[src/sv/ssq_pkg.sv]
// ----------------------------------------------------------------------------
// ssq_pkg: shared definitions for the stereo square-root saturator
// Sample widths, square-root cell word layout and pipeline latency.
// ----------------------------------------------------------------------------
package ssq_pkg;

	localparam int SAMPLE_BITS = 24;
	localparam int FRAC_BITS   = SAMPLE_BITS - 1;
	localparam int GAIN_BITS   = 20;
	localparam int GAIN_FRAC   = 16;
	localparam logic [GAIN_BITS-1:0] GAIN_RESET = GAIN_BITS'(65536);

	// Product of magnitude and gain, and the radicand handed to the root cells.
	localparam int PROD_BITS = SAMPLE_BITS + GAIN_BITS;
	localparam int DIFF_BITS = FRAC_BITS + GAIN_FRAC;
	localparam int RAD_BITS  = 2 * SAMPLE_BITS;
	localparam int RAD_SHIFT = FRAC_BITS - 14;
	localparam int ROOT_BITS = SAMPLE_BITS;
	localparam int REM_BITS  = SAMPLE_BITS + 2;

	localparam logic [PROD_BITS-1:0] PROD_ONE = PROD_BITS'(1) << DIFF_BITS;

	// Front stages, one cell per root bit, then the output register.
	localparam int LATENCY = SAMPLE_BITS + 4;

	typedef struct packed {
		logic [REM_BITS-1:0]  rem;
		logic [ROOT_BITS-1:0] root;
		logic [RAD_BITS-1:0]  rad;
		logic                 neg;
		logic                 zero;
		logic                 sat;
	} cell_t;

endpackage

[src/sv/ssq_sqrt_cell.sv]
// ----------------------------------------------------------------------------
// ssq_sqrt_cell: one bit of a pipelined square root
// Brings down two radicand bits, tries the next root bit and registers
// the partial remainder and root for the following cell.
// ----------------------------------------------------------------------------
module ssq_sqrt_cell (
	input  logic           clk,
	input  ssq_pkg::cell_t cell_in,
	output ssq_pkg::cell_t cell_out
);

	logic [ssq_pkg::REM_BITS-1:0] rem_sh;
	logic [ssq_pkg::REM_BITS-1:0] trial;
	ssq_pkg::cell_t cell_d;
	ssq_pkg::cell_t cell_q;

	always_comb begin
		rem_sh = {cell_in.rem[ssq_pkg::REM_BITS-3:0],
			cell_in.rad[ssq_pkg::RAD_BITS-1 -: 2]};
		trial  = {cell_in.root, 2'b01};
		cell_d = cell_in;
		cell_d.rad = {cell_in.rad[ssq_pkg::RAD_BITS-3:0], 2'b00};
		if (rem_sh >= trial) begin
			cell_d.rem  = rem_sh - trial;
			cell_d.root = {cell_in.root[ssq_pkg::ROOT_BITS-2:0], 1'b1};
		end else begin
			cell_d.rem  = rem_sh;
			cell_d.root = {cell_in.root[ssq_pkg::ROOT_BITS-2:0], 1'b0};
		end
	end

	always_ff @(posedge clk) begin
		cell_q <= cell_d;
	end

	assign cell_out = cell_q;

endmodule

[src/sv/ssq_chan.sv]
// ----------------------------------------------------------------------------
// ssq_chan: datapath for one audio channel
// Magnitude, gain multiply, radicand, a row of root cells and the final
// sign and saturation stage.
// ----------------------------------------------------------------------------
module ssq_chan (
	input  logic                                 clk,
	input  logic [ssq_pkg::GAIN_BITS-1:0]        gain,
	input  logic signed [ssq_pkg::SAMPLE_BITS-1:0] sample,
	output logic signed [ssq_pkg::SAMPLE_BITS-1:0] shaped
);

	localparam int S = ssq_pkg::SAMPLE_BITS;

	logic [S-1:0]                  mag_s1;
	logic                          neg_s1;
	logic [ssq_pkg::PROD_BITS-1:0] prod_s2;
	logic                          neg_s2;
	ssq_pkg::cell_t                cell_s3;
	ssq_pkg::cell_t                chain [0:S];
	logic [ssq_pkg::DIFF_BITS-1:0] diff;
	logic [S:0]                    ymag;
	logic [S-1:0]                  yval;
	logic signed [S-1:0]           shaped_q;

	always_ff @(posedge clk) begin
		neg_s1  <= sample[S-1];
		mag_s1  <= sample[S-1] ? (S'(0) - S'(sample)) : S'(sample);
		neg_s2  <= neg_s1;
		prod_s2 <= ssq_pkg::PROD_BITS'(mag_s1) * ssq_pkg::PROD_BITS'(gain);
	end

	assign diff = ssq_pkg::DIFF_BITS'(ssq_pkg::PROD_ONE - prod_s2);

	always_ff @(posedge clk) begin
		cell_s3.rem  <= '0;
		cell_s3.root <= '0;
		cell_s3.rad  <= ssq_pkg::RAD_BITS'(diff) << ssq_pkg::RAD_SHIFT;
		cell_s3.neg  <= neg_s2;
		cell_s3.zero <= (prod_s2 == '0);
		cell_s3.sat  <= (prod_s2 >= ssq_pkg::PROD_ONE);
	end

	assign chain[0] = cell_s3;

	for (genvar i = 0; i < S; i++) begin : g_cell
		ssq_sqrt_cell u_cell (
			.clk      (clk),
			.cell_in  (chain[i]),
			.cell_out (chain[i+1])
		);
	end

	// Magnitude is (2 - root) / 2 in output units, full scale when clamped.
	always_comb begin
		if (chain[S].zero) begin
			ymag = '0;
		end else if (chain[S].sat) begin
			ymag = (S+1)'(1) << (S - 1);
		end else begin
			ymag = (((S+1)'(1) << S) - (S+1)'(chain[S].root)) >> 1;
		end
		if (chain[S].neg) begin
			yval = S'(0) - S'(ymag);
		end else if (ymag >= ((S+1)'(1) << (S - 1))) begin
			yval = (S'(1) << (S - 1)) - S'(1);
		end else begin
			yval = S'(ymag);
		end
	end

	always_ff @(posedge clk) begin
		shaped_q <= signed'(yval);
	end

	assign shaped = shaped_q;

endmodule

[config.mk]
export PLATFORM = sky130hd
export DESIGN_NAME = ssq_chan
export DESIGN_NICKNAME = d
export VERILOG_FILES = /design/src/sv/ssq_pkg.sv /design/src/sv/ssq_sqrt_cell.sv /design/src/sv/ssq_chan.sv
export SDC_FILE = /design/constraint.sdc
export NUM_CORES = 2
export LEC_CHECK = 0
export BUFFER_PORTS_ARGS = -buffer_cell sky130_fd_sc_hd__buf_2
export CORE_MARGIN = 2
export CORE_UTILIZATION = 35
export CTS_CLUSTER_DIAMETER = 150
export DETAILED_ROUTE_END_ITERATION = 12
export SLEW_MARGIN = 10
export SYNTH_ARGS = -nofsm -noshare
export SYNTH_HDL_FRONTEND = slang
export SYNTH_SLANG_ARGS = --single-unit
export TNS_END_PERCENT = 50
[constraint.sdc]
create_clock -name clk -period 7.3 [get_ports clk]
set_input_delay 0.365 -clock clk [delete_from_list [all_inputs] [get_ports clk]]
set_output_delay 0.365 -clock clk [all_outputs]
set_load 0.005 [all_outputs]
==> metrics.cfg <==
[placement]
place.gp.congestion = 0.8801
dpl_cell_area_um2 = 70760
dp_hpwl_um = 107900
dp.cells = 9334
numPortBuffers = 68

[critical_path]
crit_type = register to register
arrival_ns = 7.61
path_max_fanout = 10
startpoint_type = register
worstPathRequired_ns = 7.92
crit_path_end_kind = register

[finish]
fin_nets = 7925
final_cell_mix = 1381 x dfxtp_1, 847 x inv_1, 570 x nand2_1
final_common_cell = dfxtp_1
nFillCells = 18507
final_cell_count_no_fill = 9632
area_delta_synth_final_pct = 13.40
drive_above_1_share_pct = 7.670
fin_area_um2 = 76120

[grt]
grt_overflow = 0
grt_antenna_before_repair = 0
grt_pass1_vias = 46032
grt_max_degree = 48
grt_usage_pct = 14.21
grt_pass1_wl_um = 231900

[run_status]
status = completed

[synth]
ys_seq_area_share_pct = 41.37
synth_edf_count = 0
async_flop_share_pct = 0
synth_nets = 7751
synth-seq-cells = 1387
synth_cell_types = 94
synth_area_um2 = 67120
synth_cells = 6836
yosys_warnings = 0
ys.flop_type = dfxtp_1
yosysTopAreaCellShare_pct = 41.37
synth_area_leaders = dfxtp_1 41%, fa_1 12%, ha_1 8.8%
synth.largest_area_cell = dfxtp_1
syn_area_per_cell_um2 = 9.819

[sta]
slew_headroom_pct = 27.71
final-setup-viol-count = 0
worst_pin_slew_ns = 1.084
setup_tns_ns = 0
rsz0062_at_grt = false
min_period_over_period_pct = 95.78
final_max_slew_viol_count = 0
finClkSkew_ns = 0.04915
fin_crit_ns = 6.992
hold_violations = 0
max_freq_mhz = 143.0

[clock_tree]
cts_buffers = 147
cts_root_buffer = clkbuf_16
cts.sink_count = 1387
cts_tree = done
clk_pin_slew_ns = 0.06
cts_buffer_depth = 3
htreeDepth = 4
insertion_delay_ns = 0.77

[floorplanning]
die_h_um = 441.9
num_rows = 160
dieArea_um2 = 195300
coreArea_um2 = 190400
ios = 69
initial_core_util_pct = 35.26
dieWidth_um = 441.9

[routing]
ant_nets = 0
wl_met3_um = 5801
highest_layer = met4
num_vias = 45416
vias_per_cell = 4.715
dr.pass1.iters = 6
routedWlPerCell_um = 14.44
drt_iter0_markers = 2332
met2WireLength_um = 64140
wl_met1_um = 65380
drc = 0
drt-total-wl_um = 139100

[flow_run]
maxCapViolCount = 0

[worst_hold_path]
hold_path_class = primary input to register

[cell usage after synthesis, types with 40 or more instances]
cell	instances
clkbuf_1	163
and2_1	282
mux2_2	62
fa_1	396
nor4_1	67
o31ai_1	42
a21oi_1	348
o21ai_0	251
ha_1	474
o21a_1	72
dfxtp_1	1387
or4_1	40
or3_1	60
nor2_1	367
nand2b_1	57
nand2_1	570
nand3_1	93
xor2_1	213
inv_1	847
xnor2_1	319
a21o_1	126
nor2b_1	48
nor3_1	133
[area by class of cell]
cell class / instances / area [um2] / share of cell area (%)
well taps: 2511 / 3142 / 4.127
repair buffers: 201 / 1513 / 1.987
flip-flops and latches: 1387 / 27780 / 36.49
clock buffers: 201 / 4163 / 5.469
clock inverters: 57 / 753.2 / 0.9895
inverters: 847 / 3179 / 4.177
diodes: 2 / 5.005 / 0.006575
multi-input cells: 4426 / 35590 / 46.75
[critical path, cell delays in order, from the launching register on]
cell	delay, ns
dfxtp_1	0.53
buf_4	0.22
buf_4	0.19
nand2_1	0.09
fa_1	0.55
inv_1	0.06
fa_1	0.52
fa_1	0.45
fa_1	0.53
fa_1	0.53
fa_1	0.66
ha_1	0.28
ha_1	0.38
nand2_1	0.12
o21ai_0	0.44
o21bai_1	0.22
nor2b_1	0.17
a21boi_1	0.07
buf_4	0.14
o31a_1	0.33
o21bai_1	0.14
a21oi_1	0.09
xnor2_1	0.12
[sequential cells by signal, summed over array words and instances (netlist names)]
signal                  cells
cell_s3                    42
prod_s2                    44
shaped                     24
neg_s1                      1
g_cell.u_cell.cell_out   1251
neg_s2                      1
mag_s1                     24
[per-stage QoR]
step | setup slack, ns | util (%) | hold WS (ns)
6_report | 0.3080 | 39.98 | 0.2213
5_1_grt | 0.007798 | 39.98 | 0.2012
4_1_cts | 0.07545 | 39.95 | 0.1535
3_5_place_dp | -0.02540 | 37.17 | 0.3121
3_3_place_gp | -0.004430 | 37.17 | 0.3098
2_1_floorplan | 0.5387 | - | 0.3096
[path summary, 6_finish.rpt]
path,endpoint,start,slack [ns],cells past startpoint
max,prod_s2[40],mag_s1[14],0.31,22
min,prod_s2[0],gain[0],0.22,2
max reg2reg,prod_s2[40],mag_s1[14],0.31,22
min reg2reg,g_cell[18].u_cell.cell_out[2],g_cell[17].u_cell.cell_out[2],0.30,0
[metal layers]
layer,vias up,GRT usage [%]
li1,22774,-
met5,-,0
met3,233,2.302
met2,780,23.49
met1,21629,18.87
met4,0,4.626
[kinds of logic after synthesis]
logic type,after synthesis,share of synthesized area (%)
xor+xnor,532,6.942
compound gates,1066,10.00
other cells,1,0.005587
mux,72,1.189
buf+inv,1023,5.790
simple gates,1885,14.06
flops,1387,41.37
fa+ha+maj,870,20.65
[timing repair]
item | 4_1_cts | 5_1_grt
gates resized for setup | 1 | 17
setup buffers | 0 | 0
gates cloned | 0 | 0
pin swaps | 0 | 1
hold buffers | 38 | 0
endpoints found under the setup margin | 3 | 7
endpoints found under the hold margin | 25 | 0
Power is not shown: default switching activity piles up to over one toggle a cycle in this logic, so the estimate is an artifact.
